## src/hw/rtl/sawq_pkg.sv

```systemverilog
package sawq_pkg;

	// Pool and queue sizes.
	localparam int SLOT_COUNT    = 5;
	localparam int WAIT_DEPTH    = 10;
	localparam int HISTORY_DEPTH = 20;

	localparam int SLOT_IDX_W = (SLOT_COUNT > 1) ? $clog2(SLOT_COUNT) : 1;
	localparam int WAIT_IDX_W = (WAIT_DEPTH > 1) ? $clog2(WAIT_DEPTH) : 1;
	localparam int WAIT_CNT_W = $clog2(WAIT_DEPTH + 1);
	localparam int HIST_IDX_W = (HISTORY_DEPTH > 1) ? $clog2(HISTORY_DEPTH) : 1;
	localparam int HIST_CNT_W = $clog2(HISTORY_DEPTH + 1);

	// Request codes.
	localparam logic [1:0] CMD_PARK    = 2'd0;
	localparam logic [1:0] CMD_RELEASE = 2'd1;
	localparam logic [1:0] CMD_UNDO    = 2'd2;

	// Result status codes.
	localparam logic [2:0] ST_GRANTED    = 3'd0;
	localparam logic [2:0] ST_QUEUED     = 3'd1;
	localparam logic [2:0] ST_FULL       = 3'd2;
	localparam logic [2:0] ST_RELEASED   = 3'd3;
	localparam logic [2:0] ST_NOT_FOUND  = 3'd4;
	localparam logic [2:0] ST_HIST_EMPTY = 3'd5;
	localparam logic [2:0] ST_UNDO_SKIP  = 3'd6;

	typedef struct packed {
		logic [1:0]  cmd;
		logic [31:0] requester_id;
	} sawq_in_t;

	typedef struct packed {
		logic [2:0]  status;
		logic [2:0]  slot_number;
		logic [31:0] acted_id;
		logic        waiter_granted;
		logic [31:0] waiter_id;
	} sawq_out_t;

	// Datapath operations issued by the controller.
	typedef enum logic [3:0] {
		OP_NONE,
		OP_PARK,
		OP_RELEASE,
		OP_GRANT_WAITER,
		OP_POP_HIST,
		OP_UNDO_LOAD,
		OP_UNDO_SKIP,
		OP_HIST_EMPTY,
		OP_BAD_CMD
	} sawq_op_t;

	typedef struct packed {
		logic     load;
		sawq_op_t op;
		logic     publish;
	} sawq_ctl_t;

	typedef struct packed {
		logic [1:0] cmd;
		logic       found;
		logic       waiter_avail;
		logic       hist_empty;
		logic       pop_is_grant;
		logic       out_free;
	} sawq_sts_t;

endpackage

```

## src/hw/rtl/sawq_ctrl.sv

```systemverilog
module sawq_ctrl import sawq_pkg::*; (
	input  logic      clk,
	input  logic      arst_n,
	input  logic      req_valid,
	output logic      ready,
	input  sawq_sts_t sts,
	output sawq_ctl_t ctl
);

	typedef enum logic [2:0] {
		S_IDLE,
		S_DISPATCH,
		S_REL,
		S_WAITER,
		S_UNDO,
		S_PUBLISH
	} state_t;

	state_t state_q;
	state_t state_d;

	assign ready = (state_q == S_IDLE);

	always_comb begin
		state_d     = state_q;
		ctl.load    = 1'b0;
		ctl.op      = OP_NONE;
		ctl.publish = 1'b0;
		case (state_q)
			S_IDLE: begin
				if (req_valid) begin
					ctl.load = 1'b1;
					state_d  = S_DISPATCH;
				end
			end
			S_DISPATCH: begin
				case (sts.cmd)
					CMD_PARK: begin
						ctl.op  = OP_PARK;
						state_d = S_PUBLISH;
					end
					CMD_RELEASE: begin
						state_d = S_REL;
					end
					CMD_UNDO: begin
						if (sts.hist_empty) begin
							ctl.op  = OP_HIST_EMPTY;
							state_d = S_PUBLISH;
						end else begin
							ctl.op  = OP_POP_HIST;
							state_d = S_UNDO;
						end
					end
					default: begin
						ctl.op  = OP_BAD_CMD;
						state_d = S_PUBLISH;
					end
				endcase
			end
			S_UNDO: begin
				if (sts.pop_is_grant) begin
					ctl.op  = OP_UNDO_LOAD;
					state_d = S_REL;
				end else begin
					ctl.op  = OP_UNDO_SKIP;
					state_d = S_PUBLISH;
				end
			end
			S_REL: begin
				ctl.op  = OP_RELEASE;
				state_d = (sts.found && sts.waiter_avail) ? S_WAITER : S_PUBLISH;
			end
			S_WAITER: begin
				ctl.op  = OP_GRANT_WAITER;
				state_d = S_PUBLISH;
			end
			S_PUBLISH: begin
				if (sts.out_free) begin
					ctl.publish = 1'b1;
					state_d     = S_IDLE;
				end
			end
			default: begin
				state_d = S_IDLE;
			end
		endcase
	end

	always_ff @(posedge clk or negedge arst_n) begin
		if (!arst_n) begin
			state_q <= S_IDLE;
		end else begin
			state_q <= state_d;
		end
	end

endmodule

```

## src/hw/rtl/sawq_dp.sv

```systemverilog
module sawq_dp import sawq_pkg::*; (
	input  logic      clk,
	input  logic      arst_n,
	input  sawq_in_t  req,
	input  sawq_ctl_t ctl,
	output sawq_sts_t sts,
	output logic      rsp_valid,
	input  logic      rsp_stall,
	output sawq_out_t rsp
);

	// Slot pool.
	logic [SLOT_COUNT-1:0] slot_busy_q;
	logic [31:0]           slot_owner_q [SLOT_COUNT];

	// Wait queue and history stack.
	logic [31:0]           wait_mem [WAIT_DEPTH];
	logic [WAIT_IDX_W-1:0] wait_head_q;
	logic [WAIT_CNT_W-1:0] wait_count_q;
	logic [31:0]           wait_rd_q;
	logic [32:0]           hist_mem [HISTORY_DEPTH];
	logic [HIST_CNT_W-1:0] hist_count_q;
	logic [32:0]           hist_rd_q;

	// Current item and result.
	logic [1:0]            cmd_q;
	logic [31:0]           id_q;
	logic [SLOT_IDX_W-1:0] match_idx_q;
	sawq_out_t             res_q;
	logic                  out_valid_q;
	sawq_out_t             out_q;

	logic                  free_found;
	logic [SLOT_IDX_W-1:0] free_idx;
	logic                  match_found;
	logic [SLOT_IDX_W-1:0] match_idx;
	logic                  hist_push;
	logic [32:0]           hist_entry;
	logic                  hist_room;
	logic                  wait_room;
	logic [WAIT_CNT_W:0]   wait_sum;
	logic [WAIT_IDX_W-1:0] wait_tail;
	logic [WAIT_IDX_W-1:0] wait_head_nxt;
	logic [HIST_CNT_W-1:0] hist_top;
	logic [SLOT_IDX_W:0]   free_num;
	logic [SLOT_IDX_W:0]   match_num;

	// Lowest free slot and lowest busy slot owned by the current id.
	always_comb begin
		free_found  = 1'b0;
		free_idx    = '0;
		match_found = 1'b0;
		match_idx   = '0;
		for (int i = 0; i < SLOT_COUNT; i++) begin
			if (!slot_busy_q[i] && !free_found) begin
				free_found = 1'b1;
				free_idx   = SLOT_IDX_W'(i);
			end
			if (slot_busy_q[i] && (slot_owner_q[i] == id_q) && !match_found) begin
				match_found = 1'b1;
				match_idx   = SLOT_IDX_W'(i);
			end
		end
	end

	assign free_num  = {1'b0, free_idx} + 1'b1;
	assign match_num = {1'b0, match_idx} + 1'b1;

	assign hist_room = (hist_count_q < HIST_CNT_W'(HISTORY_DEPTH));
	assign wait_room = (wait_count_q < WAIT_CNT_W'(WAIT_DEPTH));
	assign hist_top  = hist_count_q - 1'b1;

	// The head stays below the depth and the count at most equals it, so one subtract wraps the tail.
	assign wait_sum  = (WAIT_CNT_W + 1)'(wait_head_q) + (WAIT_CNT_W + 1)'(wait_count_q);
	assign wait_tail = (wait_sum >= (WAIT_CNT_W + 1)'(WAIT_DEPTH)) ?
		WAIT_IDX_W'(wait_sum - (WAIT_CNT_W + 1)'(WAIT_DEPTH)) : WAIT_IDX_W'(wait_sum);
	assign wait_head_nxt = (wait_head_q == WAIT_IDX_W'(WAIT_DEPTH - 1)) ?
		'0 : wait_head_q + 1'b1;

	always_comb begin
		hist_push  = 1'b0;
		hist_entry = '0;
		case (ctl.op)
			OP_PARK: begin
				hist_push  = free_found;
				hist_entry = {1'b1, id_q};
			end
			OP_RELEASE: begin
				hist_push  = match_found;
				hist_entry = {1'b0, id_q};
			end
			OP_GRANT_WAITER: begin
				hist_push  = 1'b1;
				hist_entry = {1'b1, wait_rd_q};
			end
			default: begin
				hist_push = 1'b0;
			end
		endcase
	end

	assign sts.cmd          = cmd_q;
	assign sts.found        = match_found;
	assign sts.waiter_avail = (wait_count_q != '0);
	assign sts.hist_empty   = (hist_count_q == '0);
	assign sts.pop_is_grant = hist_rd_q[32];
	assign sts.out_free     = !out_valid_q || !rsp_stall;

	// Control state.
	always_ff @(posedge clk or negedge arst_n) begin
		if (!arst_n) begin
			slot_busy_q  <= '0;
			wait_head_q  <= '0;
			wait_count_q <= '0;
			hist_count_q <= '0;
			out_valid_q  <= 1'b0;
		end else begin
			if (hist_push && hist_room) begin
				hist_count_q <= hist_count_q + 1'b1;
			end
			case (ctl.op)
				OP_PARK: begin
					if (free_found) begin
						slot_busy_q[free_idx] <= 1'b1;
					end else if (wait_room) begin
						wait_count_q <= wait_count_q + 1'b1;
					end
				end
				OP_RELEASE: begin
					if (match_found) begin
						slot_busy_q[match_idx] <= 1'b0;
					end
				end
				OP_GRANT_WAITER: begin
					slot_busy_q[match_idx_q] <= 1'b1;
					wait_head_q              <= wait_head_nxt;
					wait_count_q             <= wait_count_q - 1'b1;
				end
				OP_POP_HIST: begin
					hist_count_q <= hist_top;
				end
				default: begin
				end
			endcase
			if (ctl.publish) begin
				out_valid_q <= 1'b1;
			end else if (!rsp_stall) begin
				out_valid_q <= 1'b0;
			end
		end
	end

	// Payload, memories and result.
	always_ff @(posedge clk) begin
		if (ctl.load) begin
			cmd_q <= req.cmd;
			id_q  <= req.requester_id;
		end
		if (hist_push && hist_room) begin
			hist_mem[hist_count_q[HIST_IDX_W-1:0]] <= hist_entry;
		end
		if (ctl.publish) begin
			out_q <= res_q;
		end
		case (ctl.op)
			OP_PARK: begin
				if (free_found) begin
					slot_owner_q[free_idx] <= id_q;
					res_q <= '{ST_GRANTED, 3'(free_num), id_q, 1'b0, 32'd0};
				end else if (wait_room) begin
					wait_mem[wait_tail] <= id_q;
					res_q <= '{ST_QUEUED, 3'd0, id_q, 1'b0, 32'd0};
				end else begin
					res_q <= '{ST_FULL, 3'd0, id_q, 1'b0, 32'd0};
				end
			end
			OP_RELEASE: begin
				match_idx_q <= match_idx;
				wait_rd_q   <= wait_mem[wait_head_q];
				if (match_found) begin
					res_q <= '{ST_RELEASED, 3'(match_num), id_q, 1'b0, 32'd0};
				end else begin
					res_q <= '{ST_NOT_FOUND, 3'd0, id_q, 1'b0, 32'd0};
				end
			end
			OP_GRANT_WAITER: begin
				slot_owner_q[match_idx_q] <= wait_rd_q;
				res_q.waiter_granted      <= 1'b1;
				res_q.waiter_id           <= wait_rd_q;
			end
			OP_POP_HIST: begin
				hist_rd_q <= hist_mem[hist_top[HIST_IDX_W-1:0]];
			end
			OP_UNDO_LOAD: begin
				id_q <= hist_rd_q[31:0];
			end
			OP_UNDO_SKIP: begin
				res_q <= '{ST_UNDO_SKIP, 3'd0, hist_rd_q[31:0], 1'b0, 32'd0};
			end
			OP_HIST_EMPTY: begin
				res_q <= '{ST_HIST_EMPTY, 3'd0, 32'd0, 1'b0, 32'd0};
			end
			OP_BAD_CMD: begin
				res_q <= '{ST_NOT_FOUND, 3'd0, 32'd0, 1'b0, 32'd0};
			end
			default: begin
			end
		endcase
	end

	assign rsp_valid = out_valid_q;
	assign rsp       = out_q;

	a_wait_bound: assert property (@(posedge clk) disable iff (!arst_n)
		wait_count_q <= WAIT_CNT_W'(WAIT_DEPTH))
		else $error("wait queue count beyond its depth");

	a_hist_bound: assert property (@(posedge clk) disable iff (!arst_n)
		hist_count_q <= HIST_CNT_W'(HISTORY_DEPTH))
		else $error("history count beyond its depth");

	a_waiter_present: assert property (@(posedge clk) disable iff (!arst_n)
		(ctl.op == OP_GRANT_WAITER) |-> (wait_count_q != '0) && !slot_busy_q[match_idx_q])
		else $error("waiter grant without a waiter or into a busy slot");

	a_pop_nonempty: assert property (@(posedge clk) disable iff (!arst_n)
		(ctl.op == OP_POP_HIST) |-> (hist_count_q != '0))
		else $error("history pop on an empty stack");

	a_publish_free: assert property (@(posedge clk) disable iff (!arst_n)
		ctl.publish |-> (!out_valid_q || !rsp_stall))
		else $error("result overwritten before its transfer");

endmodule

```

## src/hw/rtl/slot_allocator_with_wait_queue.sv

```systemverilog
// Slot allocator with a wait queue and an undo history. Each request transfer
// carries a command and a 32-bit requester id and produces exactly one result
// transfer. A park takes the lowest free slot of the pool; with no slot free
// the id joins a circular wait queue, or is dropped with the queue-full status
// when the queue is full. A release frees the lowest-numbered slot owned by
// the id and hands it straight to the head of the wait queue if one waits.
// Every grant and release is pushed onto a history stack (pushes onto a full
// stack are lost); an undo pops one entry and, for a grant, releases that id
// again, which may in turn grant the slot to a waiter. Slot numbers in the
// result count from one, and zero means no slot. The block works on one
// request at a time under a small controller. A park, an undo with empty
// history or an unused command goes from the dispatch step to the publish
// step; a release passes the release step and, when a waiter is granted,
// the separate waiter grant step with its own history push. An undo pops
// the history with a registered read and, for a grant entry, goes on to
// the release step. The wait queue head is also read into a register in
// the release step. The publish step loads the result into the output
// register and returns the controller to idle at the same edge, so the
// next request can be taken as soon as the result is offered. The result sits
// in an output register, so a new request is taken while the previous
// result waits for its transfer; no reset sweep is needed, the block is
// ready right after reset.
module slot_allocator_with_wait_queue import sawq_pkg::*; (
	input  logic      clk,
	input  logic      arst_n,
	input  logic      req_valid,
	output logic      req_stall,
	input  sawq_in_t  req,
	output logic      rsp_valid,
	input  logic      rsp_stall,
	output sawq_out_t rsp
);

	sawq_ctl_t ctl;
	sawq_sts_t sts;
	logic      ready;

	// The controller accepts a request only in its idle state.
	assign req_stall = ~ready;

	sawq_ctrl u_ctrl (
		.clk       (clk),
		.arst_n    (arst_n),
		.req_valid (req_valid),
		.ready     (ready),
		.sts       (sts),
		.ctl       (ctl)
	);

	sawq_dp u_dp (
		.clk       (clk),
		.arst_n    (arst_n),
		.req       (req),
		.ctl       (ctl),
		.sts       (sts),
		.rsp_valid (rsp_valid),
		.rsp_stall (rsp_stall),
		.rsp       (rsp)
	);

endmodule
```

## config.mk

```make
export PLATFORM = sky130hd
export DESIGN_NAME = slot_allocator_with_wait_queue
export DESIGN_NICKNAME = d
export VERILOG_FILES = /design/src/hw/rtl/sawq_pkg.sv /design/src/hw/rtl/sawq_ctrl.sv /design/src/hw/rtl/sawq_dp.sv /design/src/hw/rtl/slot_allocator_with_wait_queue.sv
export SDC_FILE = /design/constraint.sdc
export NUM_CORES = 2
export LEC_CHECK = 0
export ABC_CLOCK_PERIOD_IN_PS = 6900
export BUFFER_PORTS_ARGS = -buffer_cell sky130_fd_sc_hd__buf_4
export CAP_MARGIN = 10
export CELL_PAD_IN_SITES_DETAIL_PLACEMENT = 1
export CELL_PAD_IN_SITES_GLOBAL_PLACEMENT = 1
export CORE_UTILIZATION = 43
export CTS_BUF_LIST = sky130_fd_sc_hd__clkbuf_16
export DETAILED_ROUTE_END_ITERATION = 10
export GPL_TIMING_DRIVEN = 0
export PLACE_DENSITY_LB_ADDON = 0.08
export RECOVER_POWER = 25
export SETUP_SLACK_MARGIN = 0.1
export SYNTH_ARGS = -nofsm -noshare
export SYNTH_HDL_FRONTEND = slang
export SYNTH_SLANG_ARGS = --single-unit
```

## constraint.sdc

```tcl
create_clock -name clk -period 6.9 [get_ports clk]
set_input_delay 1.035 -clock clk [delete_from_list [all_inputs] [get_ports clk]]
set_output_delay 1.035 -clock clk [all_outputs]
set_load 0.02 [all_outputs]
```

# == Word-level counts from Yosys, hierarchy flattened ==
# Memory sizes are Yosys's and may differ from the RTL's. A register that Yosys moved wholly into a read port is not among the register bits.
# Cells that the tools add are included.
# op_classes
addsub,9
order_cmp,9
n_eq_ne,28
mux,74
bitwise,5
n_reduce_logical,47
# op_table
operator,count
38-bit one-hot mux with 5 select lines,1
32-bit == test,5
71-bit two-way mux,2
33-bit one-hot mux with 4 select lines,1
33-bit one-hot mux with 3 select lines,1
32-bit two-way mux,3
70-bit two-way mux,1
1-bit two-way mux,34
32-bit OR reduction,1
3-bit two-way mux,7
5-bit two-way mux,4
1-bit logical AND,18
3-bit one-hot mux with 6 select lines,1
"4-bit by 3-bit == test with 1-bit output, second input constant",4
4-bit two-way mux,4
4-bit one-hot mux with 4 select lines,1
5-bit one-hot mux with 3 select lines,1
1-bit logical NOT,13
"3-bit by 4-bit less-than comparator with 1-bit output, second input constant",3
2-bit two-way mux,6
4-bit one-hot mux with 3 select lines,1
5-bit bitwise OR,2
1-bit demux with 3-bit select,3
"3-bit by 1-bit >= comparator with 1-bit output, second input constant",3
other kinds (37),52
# totals
regBits,201
ram_bits,1140
input_bits,38
out_inout_bits,73
wordCells,194
mem_count,3
# memory_table
memory,depth,width,rd,rd_ports_with_merged_regs,write_ports,line,rtl
u_dp.hist_mem,20,33,1,1,1,sawq_dp.sv:21,logic [32:0] hist_mem [HISTORY_DEPTH];
u_dp.wait_mem,10,32,1,1,1,sawq_dp.sv:17,logic [31:0] wait_mem [WAIT_DEPTH];
u_dp.slot_owner_q,5,32,5,0,1,sawq_dp.sv:14,logic [31:0] slot_owner_q [SLOT_COUNT];

# == Longest topological paths before layout ==
# An unclocked memory read counts as a cell.
# depth
word_depth,24
depth_mapped,16

# == Hierarchy ==
# Synthesis repeated with hierarchy kept, for this count alone.
# hier_totals
cells_unflattened,2722
hier_area_um2,55395.6
# modules_own_cells
mod,n_inst,cells_each,area_per_inst_um2
sawq_dp,1,2679,55070.3
sawq_ctrl,1,42,321.6
slot_allocator_with_wait_queue,1,1,3.8

# == Least setup slack after synthesis ==
# No wires, ideal clock.
# synth_timing
kind,reg2reg
startpoint,register u_dp.hist_count_q[0]
endpoint,memory u_dp.hist_mem[0][0] (enable)
setup_time_ns,0.464
arrival_ns,5.899
required_time_ns,6.436
slack_ns,0.537
stages_incl_launch_ff,15
n_path_buf,4
synth_period_minus_slack_ns,6.363
path_cell_list,dfrtp_1 clkbuf_1 buf_2 buf_2 buf_1 inv_1 ha_1 or4b_1 nor3_2 a21oi_1 o22ai_2 nand3_1 inv_1 a21boi_1 nor3_1
# synth_via
elab_chain_cells,9
elab_cells_between_ends,12
# synth_lines
item,line,rtl
start: declaration,sawq_dp.sv:22,logic [HIST_CNT_W-1:0] hist_count_q;
start signal: assignment,sawq_dp.sv:119,hist_count_q <= hist_count_q + 1'b1;
start signal: assignment,sawq_dp.sv:140,hist_count_q <= hist_top;
5-bit logical NOT,sawq_dp.sv:105,assign sts.hist_empty = (hist_count_q == '0);
2-bit two-way mux,sawq_ctrl.sv:46,if (sts.hist_empty) begin
4-bit one-hot mux with 3 select lines,sawq_ctrl.sv:37,case (sts.cmd)
4-bit one-hot mux with 4 select lines,sawq_ctrl.sv:29,case (state_q)
4-bit by 2-bit == test with 1-bit output or 4-bit by 1-bit == test with 1-bit output (tied branches),sawq_dp.sv:83,case (ctl.op)
1-bit one-hot mux with 3 select lines,sawq_dp.sv:83,
1-bit logical AND,sawq_dp.sv:159,if (hist_push && hist_room) begin
1-bit two-way mux,sawq_dp.sv:159,
1-bit two-way mux (implied by the code),sawq_dp.sv:160,hist_mem[hist_count_q[HIST_IDX_W-1:0]] <= hist_entry;
end: declaration,sawq_dp.sv:21,
# Parallel ways exist; a longest one is shown, timed or not.

# == Worst setup path after layout ==
# layout_timing
startpoint,register u_dp.hist_count_q[0]
endpoint,memory u_dp.hist_mem[2][5] (enable)
# Same word-level chain as after synthesis.

==> impl_metrics.toml <==
[synthesis]
synthArstFlopShare = 0.01565
post-synth-top-area-fraction = 0.7595
synth_area_mm2 = 0.05472
yosysMostFrequentCell = "edfxtp_1"
synthMuxAreaShare = 0.1278
synth_top_family_by_area = "multiplexers"
seq_area_frac_synth = 0.7696
ys_ff_latch = 1406
synth-compound-area-share = 0.02964
yosys.area.top_type = "edfxtp_1"
synthDistinctLibCells = 67
netlist_instances = 2626
synth_xor_area_frac = 0.02769
synthTopCellsByCount = "edfxtp_1 (1384), mux4_2 (262), xnor2_1 (103)"
synthTopCellsByArea = "edfxtp_1 (76%), mux4_2 (11%), xnor2_1 (1.6%), mux2_2 (1.4%), xor2_1 (1.1%)"
synth_area_per_cell_um2 = 20.84
synth_edf_count = 1384
synth-simple-area-share = 0.02865
synth-adder-area-share = 0.003933
syn_nets = 2680
synth_warnings = 0
ys.flop_type = "edfxtp_1"

[sta]
final.period_utilization = 0.9526
relSlewSlack = -0.8224
post-route-min-period_ns = 6.573
skew_ns = 0.03513
worstMarginPinSlew_ns = 2.734
rsz0062_at_grt = "no"
drv_slew = 79
hold-worst-slack_ns = 0.4161
setup_violations = 0
worst_slack_ns = 0.3271
hold_viol_final = 0
max_freq_mhz = 152.1

[finish]
nets = 3005
post-route-util = 0.5026
drive_above_1_share = 0.2266
syn2layout_area_growth_pct = 15.63

[floorplan]
initial_core_util = 0.4346
dieArea_mm2 = 0.1287
rows = 130
core-area_mm2 = 0.1259
die_x_um = 358.7
die_h_um = 358.7
pin_count = 111

[route]
drtPass1Iterations = 5
viasPerCell = 5.727
ant_nets = 0
drt-total-wl_mm = 153.5
drcViolationCount = 0
drt-initial-drc-count = 2737
wire_per_inst_um = 32.49
via_count = 27053

[clocking]
cts_root_buf = "clkbuf_16"
clkTransAtPathRegs_ns = 0.06
cts_max_level = 4
hold_buffers = 0
cts_made_buffers = 152
clock_path_buffers = 3
tritoncts = "yes"
clock_sinks = 1406
worstSkewPairLatency_ns = 0.79

[global_route]
grt_pass1_vias = 28423
antenna_found_initial = 13
grt_usage = 0.2421
overflow = 0
grt_max_degree = 56
grt_first_pass_wirelength_mm = 215.5

[run_status]
status = "finished with violations"
violations = "max-capacitance violations, max-slew violations"

[critical_path]
critPathKind = "reg -> reg"
ff2ff_path_depth = 16
reg2reg_from = "u_dp.hist_count_q[0]"
required_ns = 7.41
ff2ff_setup_slack_ns = 0.33
critPathLaunchType = "flop"
cp-end-kind = "flop"
rr_endpoint = "u_dp.hist_mem[2][5]"
critPathLaunch = "u_dp.hist_count_q[0]"
cp-endpoint = "u_dp.hist_mem[2][5]"
cp_data_arrival_time_ns = 7.09
crit_fanout = 26

[power_and_ir_drop]
finalPower_mw = 31.18
p_per_area_mw_per_mm2 = 492.8
vdd.ir_drop.worst_mv = 0.2954
power_leakage_nw = 20.93

[worst_hold_path]
holdCritPathClass = "reg -> reg"

[run]
max-cap-violations = 2

[placed_design]
dp_slack_ns = -0.01496
portBuffers = 110
gp_congestion = 0.8482
hpwl_mm = 106.7
[worst min-delay path by stage]
stage / slack [ns] / from / cells past startpoint / to
after floorplan: 0.40 / u_dp.res_q[0] / 0 / u_dp.rsp[0]
after global placement: 0.40 / u_dp.res_q[10] / 0 / u_dp.rsp[10]
after detailed placement: 0.41 / u_dp.res_q[49] / 0 / u_dp.rsp[49]
after CTS: 0.13 / arst_n / 1 / u_dp.slot_busy_q[3]
after global routing: 0.42 / u_dp.res_q[49] / 0 / u_dp.rsp[49]
final: 0.42 / u_dp.res_q[50] / 0 / u_dp.rsp[50]
[report_power, final]
part	internal (mW)	switching [mW]	total (mW)
Sequential	12.1	0.733	12.8
Combinational	3.76	6.81	10.6
Clock	4.49	3.31	7.80
[sequential cells by signal, summed over array words and instances (netlist names)]
signal and cells:
u_dp.slot_owner_q 160, u_dp.wait_rd_q 32, u_dp.id_q 32, u_dp.cmd_q 2, u_dp.hist_mem 660, u_dp.hist_rd_q 33, u_dp.slot_busy_q 5, u_dp.wait_head_q 4
u_ctrl.state_q 3, u_dp.wait_count_q 4, u_dp.rsp_valid 1, u_dp.wait_mem 320, u_dp.rsp 71, u_dp.hist_count_q 5, u_dp.res_q 71, u_dp.match_idx_q 3
[cell type report]
type                    count  area [µm²]
well taps                1650        2064
repair buffers            172        1560
fillers                 11224       62620
flip-flops and latches   1406       42110
diodes                      7       17.52
clock buffers             156        3904
clock inverters           114       835.8
inverters                  15       56.30
multi-input cells        1058       12090
plain buffers             146       630.6
[cell usage in the layout, fill, tap and decap left out, types with 16 or more instances in the layout]
cell type | netlist | routed
nor4_1 | 16 | 16
mux4_2 | 262 | 262
nand2_1 | 34 | 33
buf_12 | 0 | 24
nand4_1 | 26 | 26
a21oi_1 | 49 | 49
xnor2_1 | 103 | 103
nor2_1 | 43 | 31
buf_4 | 3 | 38
and3_1 | 49 | 35
clkbuf_16 | 0 | 156
a21o_1 | 72 | 72
nand3_1 | 16 | 16
mux2i_1 | 35 | 35
mux2_2 | 66 | 65
dfrtp_1 | 22 | 22
clkinv_1 | 0 | 34
a211oi_1 | 32 | 32
buf_6 | 7 | 30
buf_1 | 27 | 21
a22o_1 | 32 | 32
inv_1 | 15 | 55
xor2_1 | 70 | 70
nor2b_1 | 42 | 40
clkbuf_1 | 93 | 176
edfxtp_1 | 1384 | 1384
[cells by family after synthesis]
kind of cell / count (synthesis)
mux: 363
xor+xnor: 173
compound gates: 228
flops: 1406
simple gates: 278
buf+inv: 162
fa+ha+maj: 16
[repair_timing]
action,CTS,global route
resized for setup,0,0
endpoints found under the setup margin,109,0
buffers inserted,0,0
[stage by stage]
stage / area [µm²] / cells / setup TNS [ns]
after detailed placement: 58800 / 4446 / -0.1433
after global placement: 57610 / 4386 / -1722.06
after CTS: 63540 / 4715 / 0
after floorplan: 54720 / 2626 / 0
after global routing: 63250 / 4717 / 0
final: 63270 / 4724 / 0
[worst max-delay path: stages, from the launching register on]
cell	delay, ns
dfrtp_1	0.42
clkbuf_1	0.46
buf_2	0.39
buf_2	0.60
inv_1	0.22
ha_1	0.34
or4b_1	0.44
a21oi_1	0.19
or3_1	0.46
and2_1	0.18
buf_4	0.23
a21oi_2	0.48
a21boi_1	0.68
nor2_1	0.17
buf_2	0.22
and3_2	0.51
buf_16	0.29
[routing by layer]
metal	GRT usage	part of all wire	up-vias	wire [µm]
li1	-	-	11381	-
met1	0.3335	0.43	14632	66000
met2	0.4023	0.50	846	76030
met3	0.03914	0.055	194	8398
met4	0.06237	0.020	0	3072
met5	0	0	-	0
Power figures use the tool's default switching activity.
